--- src/rtl/gbt_pkg.sv ---
// Shared types and constants of the graph traversal engine.
package gbt_pkg;

    localparam int VERTEX_W     = 4;
    localparam int MAX_VERTICES = 16;
    localparam int COUNT_W      = 5;
    localparam int COMMAND_W    = 2;
    localparam int STATUS_W     = 2;
    localparam int FPTR_W       = $clog2(MAX_VERTICES + 1);
    localparam int QUEUE_DEPTH  = 2;
    localparam int QPTR_W       = 1;
    localparam int QCNT_W       = 2;

    localparam logic [COUNT_W-1:0] RESET_VERTEX_COUNT = COUNT_W'(MAX_VERTICES);

    typedef enum logic [COMMAND_W-1:0] {
        CMD_ADD_EDGE = 2'd0,
        CMD_BFS      = 2'd1,
        CMD_DFS      = 2'd2
    } command_t;

    typedef enum logic [STATUS_W-1:0] {
        ST_OK    = 2'd0,
        ST_RANGE = 2'd1,
        ST_FULL  = 2'd2
    } status_t;

    typedef struct packed {
        command_t            kind;
        logic                range_err;
        logic [VERTEX_W-1:0] vertex_a;
        logic [VERTEX_W-1:0] vertex_b;
    } job_t;

    typedef enum logic [3:0] {
        BK_IDLE,
        BK_CHK_A,
        BK_CHK_B,
        BK_WR_A,
        BK_WR_B,
        BK_EDGE_OUT,
        BK_T_INIT,
        BK_T_POP,
        BK_T_DEG,
        BK_T_SCAN,
        BK_T_OUT
    } back_state_t;

endpackage

--- src/rtl/gbt_if.sv ---
// Valid/ready channel interfaces for command words and result words.
interface gbt_cmd_if
    import gbt_pkg::*;
();
    logic                 valid;
    logic                 ready;
    logic [COMMAND_W-1:0] command;
    logic [VERTEX_W-1:0]  vertex_a;
    logic [VERTEX_W-1:0]  vertex_b;

    modport source (output valid, command, vertex_a, vertex_b, input ready);
    modport sink   (input valid, command, vertex_a, vertex_b, output ready);
endinterface

interface gbt_res_if
    import gbt_pkg::*;
();
    logic                valid;
    logic                ready;
    logic [VERTEX_W-1:0] vertex;
    logic [STATUS_W-1:0] status;
    logic                last;

    modport source (output valid, vertex, status, last, input ready);
    modport sink   (input valid, vertex, status, last, output ready);
endinterface

--- src/rtl/graph_bfs_dfs_traversal.sv ---
// An edge word runs through CHK_A, CHK_B, WR_A, WR_B and EDGE_OUT, which registers its
// status word (EDGE_OUT alone for an endpoint out of range; CHK_A, CHK_B, EDGE_OUT for
// a full list). Traversal: an init state, then per reached vertex POP, DEG, SCAN, OUT;
// SCAN takes one adjacency entry per cycle through the adjacency RAM read port.
// Words run one at a time, output stalls hold them, and up to two words queue in front.
// Reset (async, active low) clears degrees, visited bits, queue; vertex count goes to 16.
module graph_bfs_dfs_traversal
    import gbt_pkg::*;
#(
    parameter int MAX_DEGREE = 16
) (
    input  logic               clk,
    input  logic               rst_n,
    gbt_cmd_if.sink            req,
    gbt_res_if.source          rsp,
    input  logic               cfg_write,
    input  logic [COUNT_W-1:0] cfg_data
);

    logic push, push_ready, pop, pop_valid;
    job_t push_job, pop_job;

    gbt_front u_front (
        .clk        (clk),
        .rst_n      (rst_n),
        .req        (req),
        .cfg_write  (cfg_write),
        .cfg_data   (cfg_data),
        .push       (push),
        .push_job   (push_job),
        .push_ready (push_ready)
    );

    gbt_queue u_queue (
        .clk        (clk),
        .rst_n      (rst_n),
        .push       (push),
        .push_job   (push_job),
        .push_ready (push_ready),
        .pop        (pop),
        .pop_valid  (pop_valid),
        .pop_job    (pop_job)
    );

    gbt_back #(
        .MAX_DEGREE (MAX_DEGREE)
    ) u_back (
        .clk       (clk),
        .rst_n     (rst_n),
        .job_valid (pop_valid),
        .job       (pop_job),
        .job_pop   (pop),
        .rsp       (rsp)
    );

endmodule

--- src/rtl/gbt_ram.sv ---
// Generic single-write, single-read RAM with registered read data.
module gbt_ram #(
    parameter int WIDTH = 4,
    parameter int DEPTH = 256
) (
    input  logic                     clk,
    input  logic                     we,
    input  logic [$clog2(DEPTH)-1:0] waddr,
    input  logic [WIDTH-1:0]         wdata,
    input  logic [$clog2(DEPTH)-1:0] raddr,
    output logic [WIDTH-1:0]         rdata
);

    logic [WIDTH-1:0] mem [DEPTH];
    logic [WIDTH-1:0] rdata_reg;

    always_ff @(posedge clk)
    begin
        if (we)
        begin
            mem[waddr] <= wdata;
        end
        rdata_reg <= mem[raddr];
    end

    assign rdata = rdata_reg;

endmodule

--- src/rtl/gbt_queue.sv ---
// Two-entry job queue between the front end and the execution engine.
module gbt_queue
    import gbt_pkg::*;
(
    input  logic clk,
    input  logic rst_n,
    input  logic push,
    input  job_t push_job,
    output logic push_ready,
    input  logic pop,
    output logic pop_valid,
    output job_t pop_job
);

    job_t              q_reg [QUEUE_DEPTH];
    logic [QPTR_W-1:0] wr_ptr_reg, wr_ptr_next;
    logic [QPTR_W-1:0] rd_ptr_reg, rd_ptr_next;
    logic [QCNT_W-1:0] count_reg, count_next;
    logic              do_push, do_pop;

    assign push_ready = (count_reg < QCNT_W'(QUEUE_DEPTH));
    assign pop_valid  = (count_reg != '0);
    assign pop_job    = q_reg[rd_ptr_reg];
    assign do_push    = push && push_ready;
    assign do_pop     = pop && pop_valid;

    always_comb
    begin
        wr_ptr_next = do_push ? wr_ptr_reg + QPTR_W'(1) : wr_ptr_reg;
        rd_ptr_next = do_pop ? rd_ptr_reg + QPTR_W'(1) : rd_ptr_reg;
        count_next  = count_reg;
        if (do_push && !do_pop)
        begin
            count_next = count_reg + QCNT_W'(1);
        end
        else if (do_pop && !do_push)
        begin
            count_next = count_reg - QCNT_W'(1);
        end
    end

    always_ff @(posedge clk or negedge rst_n)
    begin
        if (!rst_n)
        begin
            wr_ptr_reg <= '0;
            rd_ptr_reg <= '0;
            count_reg  <= '0;
        end
        else
        begin
            wr_ptr_reg <= wr_ptr_next;
            rd_ptr_reg <= rd_ptr_next;
            count_reg  <= count_next;
        end
    end

    always_ff @(posedge clk)
    begin
        if (do_push)
        begin
            q_reg[wr_ptr_reg] <= push_job;
        end
    end

endmodule

--- src/rtl/gbt_front.sv ---
// Front end: takes command words, holds the vertex count register, range-checks edges.
module gbt_front
    import gbt_pkg::*;
(
    input  logic               clk,
    input  logic               rst_n,
    gbt_cmd_if.sink            req,
    input  logic               cfg_write,
    input  logic [COUNT_W-1:0] cfg_data,
    output logic               push,
    output job_t               push_job,
    input  logic               push_ready
);

    logic [COUNT_W-1:0] vertex_count_reg, vertex_count_next;
    logic [COUNT_W-1:0] eff_count;
    logic               known_cmd;

    assign vertex_count_next = cfg_write ? cfg_data : vertex_count_reg;

    always_ff @(posedge clk or negedge rst_n)
    begin
        if (!rst_n)
        begin
            vertex_count_reg <= RESET_VERTEX_COUNT;
        end
        else
        begin
            vertex_count_reg <= vertex_count_next;
        end
    end

    // A count of zero behaves as one, anything above the vertex limit as the limit.
    always_comb
    begin
        if (vertex_count_reg == '0)
        begin
            eff_count = COUNT_W'(1);
        end
        else if (vertex_count_reg > COUNT_W'(MAX_VERTICES))
        begin
            eff_count = COUNT_W'(MAX_VERTICES);
        end
        else
        begin
            eff_count = vertex_count_reg;
        end
    end

    // The unused command code is swallowed here and never reaches the queue.
    assign known_cmd = req.command inside {CMD_ADD_EDGE, CMD_BFS, CMD_DFS};

    assign req.ready = push_ready;
    assign push      = req.valid && push_ready && known_cmd;

    always_comb
    begin
        push_job.kind      = command_t'(req.command);
        push_job.vertex_a  = req.vertex_a;
        push_job.vertex_b  = req.vertex_b;
        push_job.range_err = ({1'b0, req.vertex_a} >= eff_count)
                          || ({1'b0, req.vertex_b} >= eff_count);
    end

endmodule

--- src/rtl/gbt_back.sv ---
// Execution engine: edge insertion and breadth- or depth-first traversal.
module gbt_back
    import gbt_pkg::*;
#(
    parameter int MAX_DEGREE = 16
) (
    input  logic     clk,
    input  logic     rst_n,
    input  logic     job_valid,
    input  job_t     job,
    output logic     job_pop,
    gbt_res_if.source rsp
);

    localparam int DEG_W  = $clog2(MAX_DEGREE + 1);
    localparam int SLOT_W = (MAX_DEGREE > 1) ? $clog2(MAX_DEGREE) : 1;
    localparam int ADDR_W = VERTEX_W + SLOT_W;
    localparam int DEPTH  = MAX_VERTICES << SLOT_W;
    localparam logic [DEG_W-1:0] MD_D = DEG_W'(MAX_DEGREE);
    localparam logic [DEG_W:0]   MD_X = (DEG_W + 1)'(MAX_DEGREE);

    back_state_t state_reg, state_next;

    logic [VERTEX_W-1:0] a_reg, a_next;
    logic [VERTEX_W-1:0] b_reg, b_next;
    logic [VERTEX_W-1:0] cur_reg, cur_next;
    logic                dfs_reg, dfs_next;
    logic                full_reg, full_next;
    status_t             status_reg, status_next;
    logic [DEG_W-1:0]    deg_reg, deg_next;
    logic [DEG_W-1:0]    issue_reg, issue_next;
    logic                pend_reg, pend_next;
    logic [FPTR_W-1:0]   head_reg, head_next;
    logic [FPTR_W-1:0]   tail_reg, tail_next;
    logic                out_valid_reg, out_valid_next;
    logic [VERTEX_W-1:0] out_vertex_reg, out_vertex_next;
    status_t             out_status_reg, out_status_next;
    logic                out_last_reg, out_last_next;

    logic [DEG_W-1:0]    degree_reg [MAX_VERTICES];
    logic [VERTEX_W-1:0] frontier_reg [MAX_VERTICES];
    logic [MAX_VERTICES-1:0] visited_reg;

    logic [VERTEX_W-1:0] deg_rv;
    logic [DEG_W-1:0]    deg_rd;
    logic                deg_we;
    logic [VERTEX_W-1:0] deg_wv;
    logic [DEG_W-1:0]    deg_wdata;

    logic                ram_we;
    logic [ADDR_W-1:0]   ram_waddr;
    logic [VERTEX_W-1:0] ram_wdata;
    logic [ADDR_W-1:0]   ram_raddr;
    logic [VERTEX_W-1:0] ram_rdata;

    logic                fr_we;
    logic [VERTEX_W-1:0] fr_widx;
    logic [VERTEX_W-1:0] fr_wdata;
    logic [VERTEX_W-1:0] fr_ridx;
    logic [FPTR_W-1:0]   tail_m1;

    logic                vis_clear;
    logic                vis_set;
    logic                out_free;
    logic                empty;

    gbt_ram #(
        .WIDTH (VERTEX_W),
        .DEPTH (DEPTH)
    ) u_adj_ram (
        .clk   (clk),
        .we    (ram_we),
        .waddr (ram_waddr),
        .wdata (ram_wdata),
        .raddr (ram_raddr),
        .rdata (ram_rdata)
    );

    assign out_free = !out_valid_reg || rsp.ready;
    assign empty    = (head_reg == tail_reg);
    assign tail_m1  = tail_reg - FPTR_W'(1);
    assign fr_ridx  = dfs_reg ? tail_m1[VERTEX_W-1:0] : head_reg[VERTEX_W-1:0];

    always_comb
    begin
        case (state_reg)
            BK_CHK_B, BK_WR_B: deg_rv = b_reg;
            BK_T_DEG:          deg_rv = cur_reg;
            default:           deg_rv = a_reg;
        endcase
    end

    assign deg_rd = degree_reg[deg_rv];

    always_comb
    begin
        state_next      = state_reg;
        a_next          = a_reg;
        b_next          = b_reg;
        cur_next        = cur_reg;
        dfs_next        = dfs_reg;
        full_next       = full_reg;
        status_next     = status_reg;
        deg_next        = deg_reg;
        issue_next      = issue_reg;
        pend_next       = pend_reg;
        head_next       = head_reg;
        tail_next       = tail_reg;
        out_valid_next  = out_valid_reg && !rsp.ready;
        out_vertex_next = out_vertex_reg;
        out_status_next = out_status_reg;
        out_last_next   = out_last_reg;
        job_pop         = 1'b0;
        deg_we          = 1'b0;
        deg_wv          = a_reg;
        deg_wdata       = deg_rd + DEG_W'(1);
        ram_we          = 1'b0;
        ram_waddr       = {a_reg, deg_rd[SLOT_W-1:0]};
        ram_wdata       = b_reg;
        ram_raddr       = {cur_reg, issue_reg[SLOT_W-1:0]};
        fr_we           = 1'b0;
        fr_widx         = tail_reg[VERTEX_W-1:0];
        fr_wdata        = ram_rdata;
        vis_clear       = 1'b0;
        vis_set         = 1'b0;

        case (state_reg)
            BK_IDLE:
            begin
                if (job_valid)
                begin
                    job_pop     = 1'b1;
                    a_next      = job.vertex_a;
                    b_next      = job.vertex_b;
                    dfs_next    = (job.kind == CMD_DFS);
                    status_next = ST_OK;
                    case (job.kind)
                        CMD_ADD_EDGE:
                        begin
                            if (job.range_err)
                            begin
                                status_next = ST_RANGE;
                                state_next  = BK_EDGE_OUT;
                            end
                            else
                            begin
                                state_next = BK_CHK_A;
                            end
                        end
                        CMD_BFS, CMD_DFS: state_next = BK_T_INIT;
                        default:          state_next = BK_IDLE;
                    endcase
                end
            end
            BK_CHK_A:
            begin
                // A self-loop needs two free slots in one list.
                if (a_reg == b_reg)
                begin
                    full_next = (({1'b0, deg_rd} + (DEG_W + 1)'(2)) > MD_X);
                end
                else
                begin
                    full_next = (deg_rd >= MD_D);
                end
                state_next = BK_CHK_B;
            end
            BK_CHK_B:
            begin
                if (full_reg || ((a_reg != b_reg) && (deg_rd >= MD_D)))
                begin
                    status_next = ST_FULL;
                    state_next  = BK_EDGE_OUT;
                end
                else
                begin
                    state_next = BK_WR_A;
                end
            end
            BK_WR_A:
            begin
                ram_we     = 1'b1;
                deg_we     = 1'b1;
                state_next = BK_WR_B;
            end
            BK_WR_B:
            begin
                // The degree of b is read after the update of a, so a self-loop lands in the next slot.
                ram_we     = 1'b1;
                ram_waddr  = {b_reg, deg_rd[SLOT_W-1:0]};
                ram_wdata  = a_reg;
                deg_we     = 1'b1;
                deg_wv     = b_reg;
                state_next = BK_EDGE_OUT;
            end
            BK_EDGE_OUT:
            begin
                if (out_free)
                begin
                    out_valid_next  = 1'b1;
                    out_vertex_next = '0;
                    out_status_next = status_reg;
                    out_last_next   = 1'b1;
                    state_next      = BK_IDLE;
                end
            end
            BK_T_INIT:
            begin
                vis_clear  = 1'b1;
                fr_we      = 1'b1;
                fr_widx    = '0;
                fr_wdata   = '0;
                head_next  = '0;
                tail_next  = FPTR_W'(1);
                state_next = BK_T_POP;
            end
            BK_T_POP:
            begin
                cur_next = frontier_reg[fr_ridx];
                if (dfs_reg)
                begin
                    tail_next = tail_m1;
                end
                else
                begin
                    head_next = head_reg + FPTR_W'(1);
                end
                state_next = BK_T_DEG;
            end
            BK_T_DEG:
            begin
                deg_next   = deg_rd;
                issue_next = '0;
                pend_next  = 1'b0;
                state_next = BK_T_SCAN;
            end
            BK_T_SCAN:
            begin
                // Reads are issued one per cycle; each neighbor arrives in the cycle after its read.
                pend_next = (issue_reg < deg_reg);
                if (issue_reg < deg_reg)
                begin
                    issue_next = issue_reg + DEG_W'(1);
                end
                if (pend_reg && !visited_reg[ram_rdata]
                    && (tail_reg < FPTR_W'(MAX_VERTICES)))
                begin
                    vis_set   = 1'b1;
                    fr_we     = 1'b1;
                    tail_next = tail_reg + FPTR_W'(1);
                end
                if (!(issue_reg < deg_reg) && !pend_reg)
                begin
                    state_next = BK_T_OUT;
                end
            end
            BK_T_OUT:
            begin
                // The vertex goes out after its neighbors are pushed, so the last flag is known.
                if (out_free)
                begin
                    out_valid_next  = 1'b1;
                    out_vertex_next = cur_reg;
                    out_status_next = ST_OK;
                    out_last_next   = empty;
                    state_next      = empty ? BK_IDLE : BK_T_POP;
                end
            end
            default:
            begin
                state_next = BK_IDLE;
            end
        endcase
    end

    always_ff @(posedge clk or negedge rst_n)
    begin
        if (!rst_n)
        begin
            state_reg <= BK_IDLE;
        end
        else
        begin
            state_reg <= state_next;
        end
    end

    always_ff @(posedge clk or negedge rst_n)
    begin
        if (!rst_n)
        begin
            head_reg      <= '0;
            tail_reg      <= '0;
            pend_reg      <= 1'b0;
            out_valid_reg <= 1'b0;
            visited_reg   <= '0;
            for (int i = 0; i < MAX_VERTICES; i++)
            begin
                degree_reg[i] <= '0;
            end
        end
        else
        begin
            head_reg      <= head_next;
            tail_reg      <= tail_next;
            pend_reg      <= pend_next;
            out_valid_reg <= out_valid_next;
            if (vis_clear)
            begin
                visited_reg <= MAX_VERTICES'(1);
            end
            else if (vis_set)
            begin
                visited_reg[ram_rdata] <= 1'b1;
            end
            if (deg_we)
            begin
                degree_reg[deg_wv] <= deg_wdata;
            end
        end
    end

    always_ff @(posedge clk)
    begin
        a_reg          <= a_next;
        b_reg          <= b_next;
        cur_reg        <= cur_next;
        dfs_reg        <= dfs_next;
        full_reg       <= full_next;
        status_reg     <= status_next;
        deg_reg        <= deg_next;
        issue_reg      <= issue_next;
        out_vertex_reg <= out_vertex_next;
        out_status_reg <= out_status_next;
        out_last_reg   <= out_last_next;
        if (fr_we)
        begin
            frontier_reg[fr_widx] <= fr_wdata;
        end
    end

    assign rsp.valid  = out_valid_reg;
    assign rsp.vertex = out_vertex_reg;
    assign rsp.status = out_status_reg;
    assign rsp.last   = out_last_reg;

    a_frontier_bound: assert property (@(posedge clk) disable iff (!rst_n)
        (tail_reg <= FPTR_W'(MAX_VERTICES)) && (head_reg <= tail_reg))
        else $error("frontier pointers out of order");

    a_pop_nonempty: assert property (@(posedge clk) disable iff (!rst_n)
        (state_reg == BK_T_POP) |-> !empty)
        else $error("pop from an empty frontier");

    a_error_word: assert property (@(posedge clk) disable iff (!rst_n)
        (out_valid_reg && (out_status_reg != ST_OK)) |-> (out_last_reg && (out_vertex_reg == '0)))
        else $error("edge status word without last flag or with a vertex");

    a_degree_bound: assert property (@(posedge clk) disable iff (!rst_n)
        deg_we |-> (deg_rd < MD_D))
        else $error("adjacency list grown past its limit");

endmodule
--- src/flat_wrapper.sv ---
// flat-port wrapper written by rule: the top's interface ports become plain ports
module graph_bfs_dfs_traversal_flat import gbt_pkg::*;
#(
    parameter int MAX_DEGREE = 16
)
  (clk, rst_n, cfg_write, cfg_data, req_valid, req_command, req_vertex_a, req_vertex_b, req_ready, rsp_valid, rsp_vertex, rsp_status, rsp_last, rsp_ready);
  gbt_cmd_if req_i ();
  gbt_res_if rsp_i ();
  input  logic clk;
  input  logic rst_n;
  input  logic cfg_write;
  input  logic [COUNT_W-1:0] cfg_data;
  input wire logic [$bits(req_i.valid)-1:0] req_valid;
  input wire logic [$bits(req_i.command)-1:0] req_command;
  input wire logic [$bits(req_i.vertex_a)-1:0] req_vertex_a;
  input wire logic [$bits(req_i.vertex_b)-1:0] req_vertex_b;
  output wire logic [$bits(req_i.ready)-1:0] req_ready;
  output wire logic [$bits(rsp_i.valid)-1:0] rsp_valid;
  output wire logic [$bits(rsp_i.vertex)-1:0] rsp_vertex;
  output wire logic [$bits(rsp_i.status)-1:0] rsp_status;
  output wire logic [$bits(rsp_i.last)-1:0] rsp_last;
  input wire logic [$bits(rsp_i.ready)-1:0] rsp_ready;
  assign req_i.valid = req_valid;
  assign req_i.command = req_command;
  assign req_i.vertex_a = req_vertex_a;
  assign req_i.vertex_b = req_vertex_b;
  assign req_ready = req_i.ready;
  assign rsp_valid = rsp_i.valid;
  assign rsp_vertex = rsp_i.vertex;
  assign rsp_status = rsp_i.status;
  assign rsp_last = rsp_i.last;
  assign rsp_i.ready = rsp_ready;
  graph_bfs_dfs_traversal #(.MAX_DEGREE(MAX_DEGREE)) u_core (.clk(clk), .rst_n(rst_n), .req(req_i), .rsp(rsp_i), .cfg_write(cfg_write), .cfg_data(cfg_data));
endmodule
--- config.mk ---
export PLATFORM = sky130hd
export DESIGN_NAME = graph_bfs_dfs_traversal_flat
export DESIGN_NICKNAME = d
export VERILOG_FILES = /design/src/rtl/gbt_pkg.sv /design/src/rtl/gbt_if.sv /design/src/rtl/graph_bfs_dfs_traversal.sv /design/src/rtl/gbt_ram.sv /design/src/rtl/gbt_queue.sv /design/src/rtl/gbt_front.sv /design/src/rtl/gbt_back.sv /design/src/flat_wrapper.sv
export SDC_FILE = /design/constraint.sdc
export NUM_CORES = 2
export LEC_CHECK = 0
export CAP_MARGIN = 0
export CORE_UTILIZATION = 30
export CTS_CLUSTER_DIAMETER = 30
export CTS_CLUSTER_SIZE = 10
export DETAILED_ROUTE_END_ITERATION = 12
export DONT_BUFFER_PORTS = 1
export PLACE_DENSITY = 0.47
export SLEW_MARGIN = 10
export SYNTH_ARGS = -nofsm -noshare
export SYNTH_HDL_FRONTEND = slang
export SYNTH_SLANG_ARGS = --single-unit
--- constraint.sdc ---
create_clock -name clk -period 32.9 [get_ports clk]
set_input_delay 1.645 -clock clk [delete_from_list [all_inputs] [get_ports clk]]
set_output_delay 1.645 -clock clk [all_outputs]
set_load 0.02 [all_outputs]
==> impl_results.md <==
* Root buf cell: clkbuf_16
* Synth warn at 0
* Wirelength per Cell at 24.10 um
* Initial Utilization at a little under a third
* Total gr overflow at 0
* # setup viols final at 0
* First-pass GRT wire length at 213,000 um
* PortBufs at 0
* Leak Pwr at 22.19 nW
* Reg2reg setup slack at 27,410 ps
* Antenna Nets Post-Route at 0
* Total GRT Usage at about 16%
* Clock Power Share at 41.0%
* Final core utilization at a little under two fifths
* Slew Viols, Final at 0
* Slowest-stage cell, CP: nand3_2
* Htree depth at 5
* Adder-Cell Fraction of Synth Area at less than 1%
* R2R depth at 10
* Fmax achieved at 0.1821 GHz
* Clk slew on worst S/H paths at 50 ps
* Worst setup EP type: flop
* Worst Path Required at approximately 33,000 ps
* Status: complete, no violations
* Synth Flop Type: edfxtp_1
* Largest register FFs at 1,024
* Nets at between 3,000 and 4,000
* Seq/Total Area, Yosys at 70.59%
* Compound-gate portion of the synthesized area at 6.961%
* Pin count of the biggest net entering global routing at 179
* Starting DRT DRC Count at 2,542
* Simple-gate share of the synthesized area at 5.767%
* Comb power frac at 25.8%
* Hold Slack at between 400 and 500 ps
* Post-CTS Resized at 0
* Chip width at 422.4 um
* Critical Path Start: u_core.u_back.state_reg[2]
* Critical Path End: u_core.u_back.u_adj_ram.mem[184][1]
* Number of synthesized flops with an enable pin at around 1,100
* DIE AREA at between 150,000 and 200,000 um^2
* Hold_buf cts at 0
* Switching Fraction at between 30% and 40%
* RSZ-0062 raised after global routing: false
* Clk sink count at 1,268
* Via count at about 30,000
* Internal power at 4.460 mW
* Skew final at between 100 and 150 ps
* Seq cells post-synth at 1,268
* Area grow syn2layout at 22.81%
* Syn Inst Count at 3,344
* CTS tree: yes
* Cell Pwr Density at 103.6 nW/um^2
* Async S/R FF share, synth at approximately a tenth
* Worst-path maximum fanout at 21
* Sequential power share at 33.2%
* Share of post-route cells with drive strength above 1 at a little under a quarter
* Setup TNS at 0 ps
* Critical-path cell list: buf_4, or4b_1, o211ai_2, nand2_1, o211ai_1, a22oi_1, and3_1, inv_2, nand3_2, nor2_1
* CORE AREA at 174,800 um^2
* Vias in the first global route at 31,430
* Maximum vdd drop at 0.1349 mV
* Syn nets at 3,389
* WS Path Type: flop to flop
* Max-cap violation count at 0
* CTS max path bufs at 4
* Die height at 422.4 um
* Drt drc at 0
* WL final at 144,900 um
* # rows at between 150 and 200
* Number of CTS-inserted buffers at 289
* Final setup margin at 27,410 ps
* Synth cell types at 95
* I/O pins at 29
* Placer congestion estimate at 0.8167
* Worst R2R End: u_core.u_back.u_adj_ram.mem[184][1]
* Pre-Repair DR Iteration Count at 6
* Worst-skew pair later-pin latency at 910 ps
* Worst Path Arrival at 5970 ps
* Synth Area in XOR/XNOR at less than 1%
* Worst path bufs/invs at 2
* Measured slew at the worst slew-check pin at 1173 ps
* Tmin final at about 5500 ps
* Post-Syn Area per Cell at 15.86 um^2
* Mapped Area at approximately 53,000 um^2
* Largest delay share family, worst path: simple AND/OR/NAND/NOR gates
* R2R Path Start: u_core.u_back.state_reg[2]
* Initial antenna violation count at 9
* Main combinational cell family by area after synthesis: multiplexers
* Setup repair bufs after CTS at 0
* Most common cell after layout, fill and taps aside: edfxtp_1
* Hold Path Class: flop to flop
* Pre-CTS setup slack at 27,530 ps
* Relative slew margins at 21.59%
* Power, Total at between 6 and 7 mW
* Final hold violations at 0
* Stages on worst setup path at 10
* Dpl hpwl at 84,640 um
* Post-route clock period utilization at 16.69%
* Mux cell area share after synthesis at between 10% and 20%
* Worst path max stage delay at 920 ps
* NetSw at 2.289 mW
* Most frequent cells in the layout: edfxtp_1, nor2_1, clkbuf_16
* Via/cell ratio at 5.004
* Startpoint types: flop
[final cells by class]
cell class / instances / area [um^2]
sequential: 1268 / 37430
inverter: 37 / 140.1
clock inverter: 174 / 1922
tap: 2325 / 2909
antenna: 1 / 2.502
fill: 16290 / 109700
multi-input combinational: 1824 / 14730
clock buffer: 325 / 7470
timing repair buffer: 60 / 525.5
[logic make-up after synthesis]
group                    count (synthesis)
AO/OA/AOI/OAI                          568
XOR/XNOR                                27
adder cells (fa/ha/maj)                 25
buffers and inverters                  252
flip-flops                            1268
multiplexers                           499
AND/OR/NAND/NOR                        705
[power groups by stage]
stage | Clock [mW] | Sequential (mW) | Combinational [mW]
6_report | 2.77 | 2.24 | 1.74
5_1_grt | 2.89 | 2.25 | 1.88
4_1_cts | 2.81 | 2.24 | 1.78
3_5_place_dp | 0 | 2.26 | 1.77
3_3_place_gp | 0 | 2.27 | 1.77
2_1_floorplan | 0 | 2.40 | 0.994
[synthesized netlist by cell type (all sizes together), types with 4 or more instances]
cell type | count | area share, %
nand3 | 38 | 0.36
nor3b | 4 | 0.066
a2111oi | 5 | 0.094
o211ai | 17 | 0.28
a32oi | 4 | 0.066
o22ai | 66 | 0.79
nor2b | 13 | 0.15
a21oi | 156 | 1.5
and3 | 4 | 0.057
a211oi | 9 | 0.17
clkbuf | 143 | 1.0
xor2 | 12 | 0.20
o221ai | 66 | 1.1
or4b | 4 | 0.076
mux4 | 168 | 7.1
a22oi | 5 | 0.071
dfrtp | 120 | 5.7
o21a | 5 | 0.071
nor4 | 7 | 0.11
nand2b | 15 | 0.18
o22a | 6 | 0.099
o21ai | 126 | 1.2
nor3 | 20 | 0.21
ha | 25 | 0.59
mux2 | 113 | 2.4
nand2 | 198 | 1.4
and2 | 11 | 0.13
o31ai | 11 | 0.19
a21o | 8 | 0.11
nor2 | 365 | 2.6
dfxtp | 4 | 0.15
o31a | 4 | 0.066
o32ai | 4 | 0.066
a41oi | 4 | 0.066
or3 | 4 | 0.047
xnor2 | 15 | 0.28
edfxtp | 1143 | 65
a31oi | 40 | 0.50
mux2i | 218 | 4.1
inv | 35 | 0.25
nand4 | 7 | 0.083
buf | 72 | 0.68
[tightest hold or removal path, cell delays in order, from the launching register on]
cell	delay, ps
dfrtp_1	330
nand2_1	50
nand2_1	60
[metrics by stage]
stage / instance area, um^2 / cells
floorplan: 53030 / 3344
global placement: 55730 / 5514
detailed placement: 55730 / 5514
CTS: 65120 / 6013
global route: 65120 / 6013
finish: 65130 / 6014
[worst min-delay path by stage]
stage	cells past startpoint	start	to	slack, ps
floorplan	1	u_core.u_back.visited_reg[0]	u_core.u_back.visited_reg[0]	440
global placement	1	u_core.u_back.visited_reg[0]	u_core.u_back.visited_reg[0]	460
detailed placement	1	u_core.u_back.visited_reg[0]	u_core.u_back.visited_reg[0]	450
CTS	0	rst_n	u_core.u_back.degree_reg[62]	440
finish	2	u_core.u_back.degree_reg[6]	u_core.u_back.degree_reg[6]	480
global route	0	rst_n	u_core.u_front.vertex_count_reg[0]	450
[routing by layer]
metal,track usage [%],vias up,share of wire (%)
met5,0,-,0
met4,5.755,0,2.8
met3,3.373,274,5.1
met2,25.03,832,47
met1,22.19,15480,45
li1,-,13510,-
(Power assumes the default switching activity.)
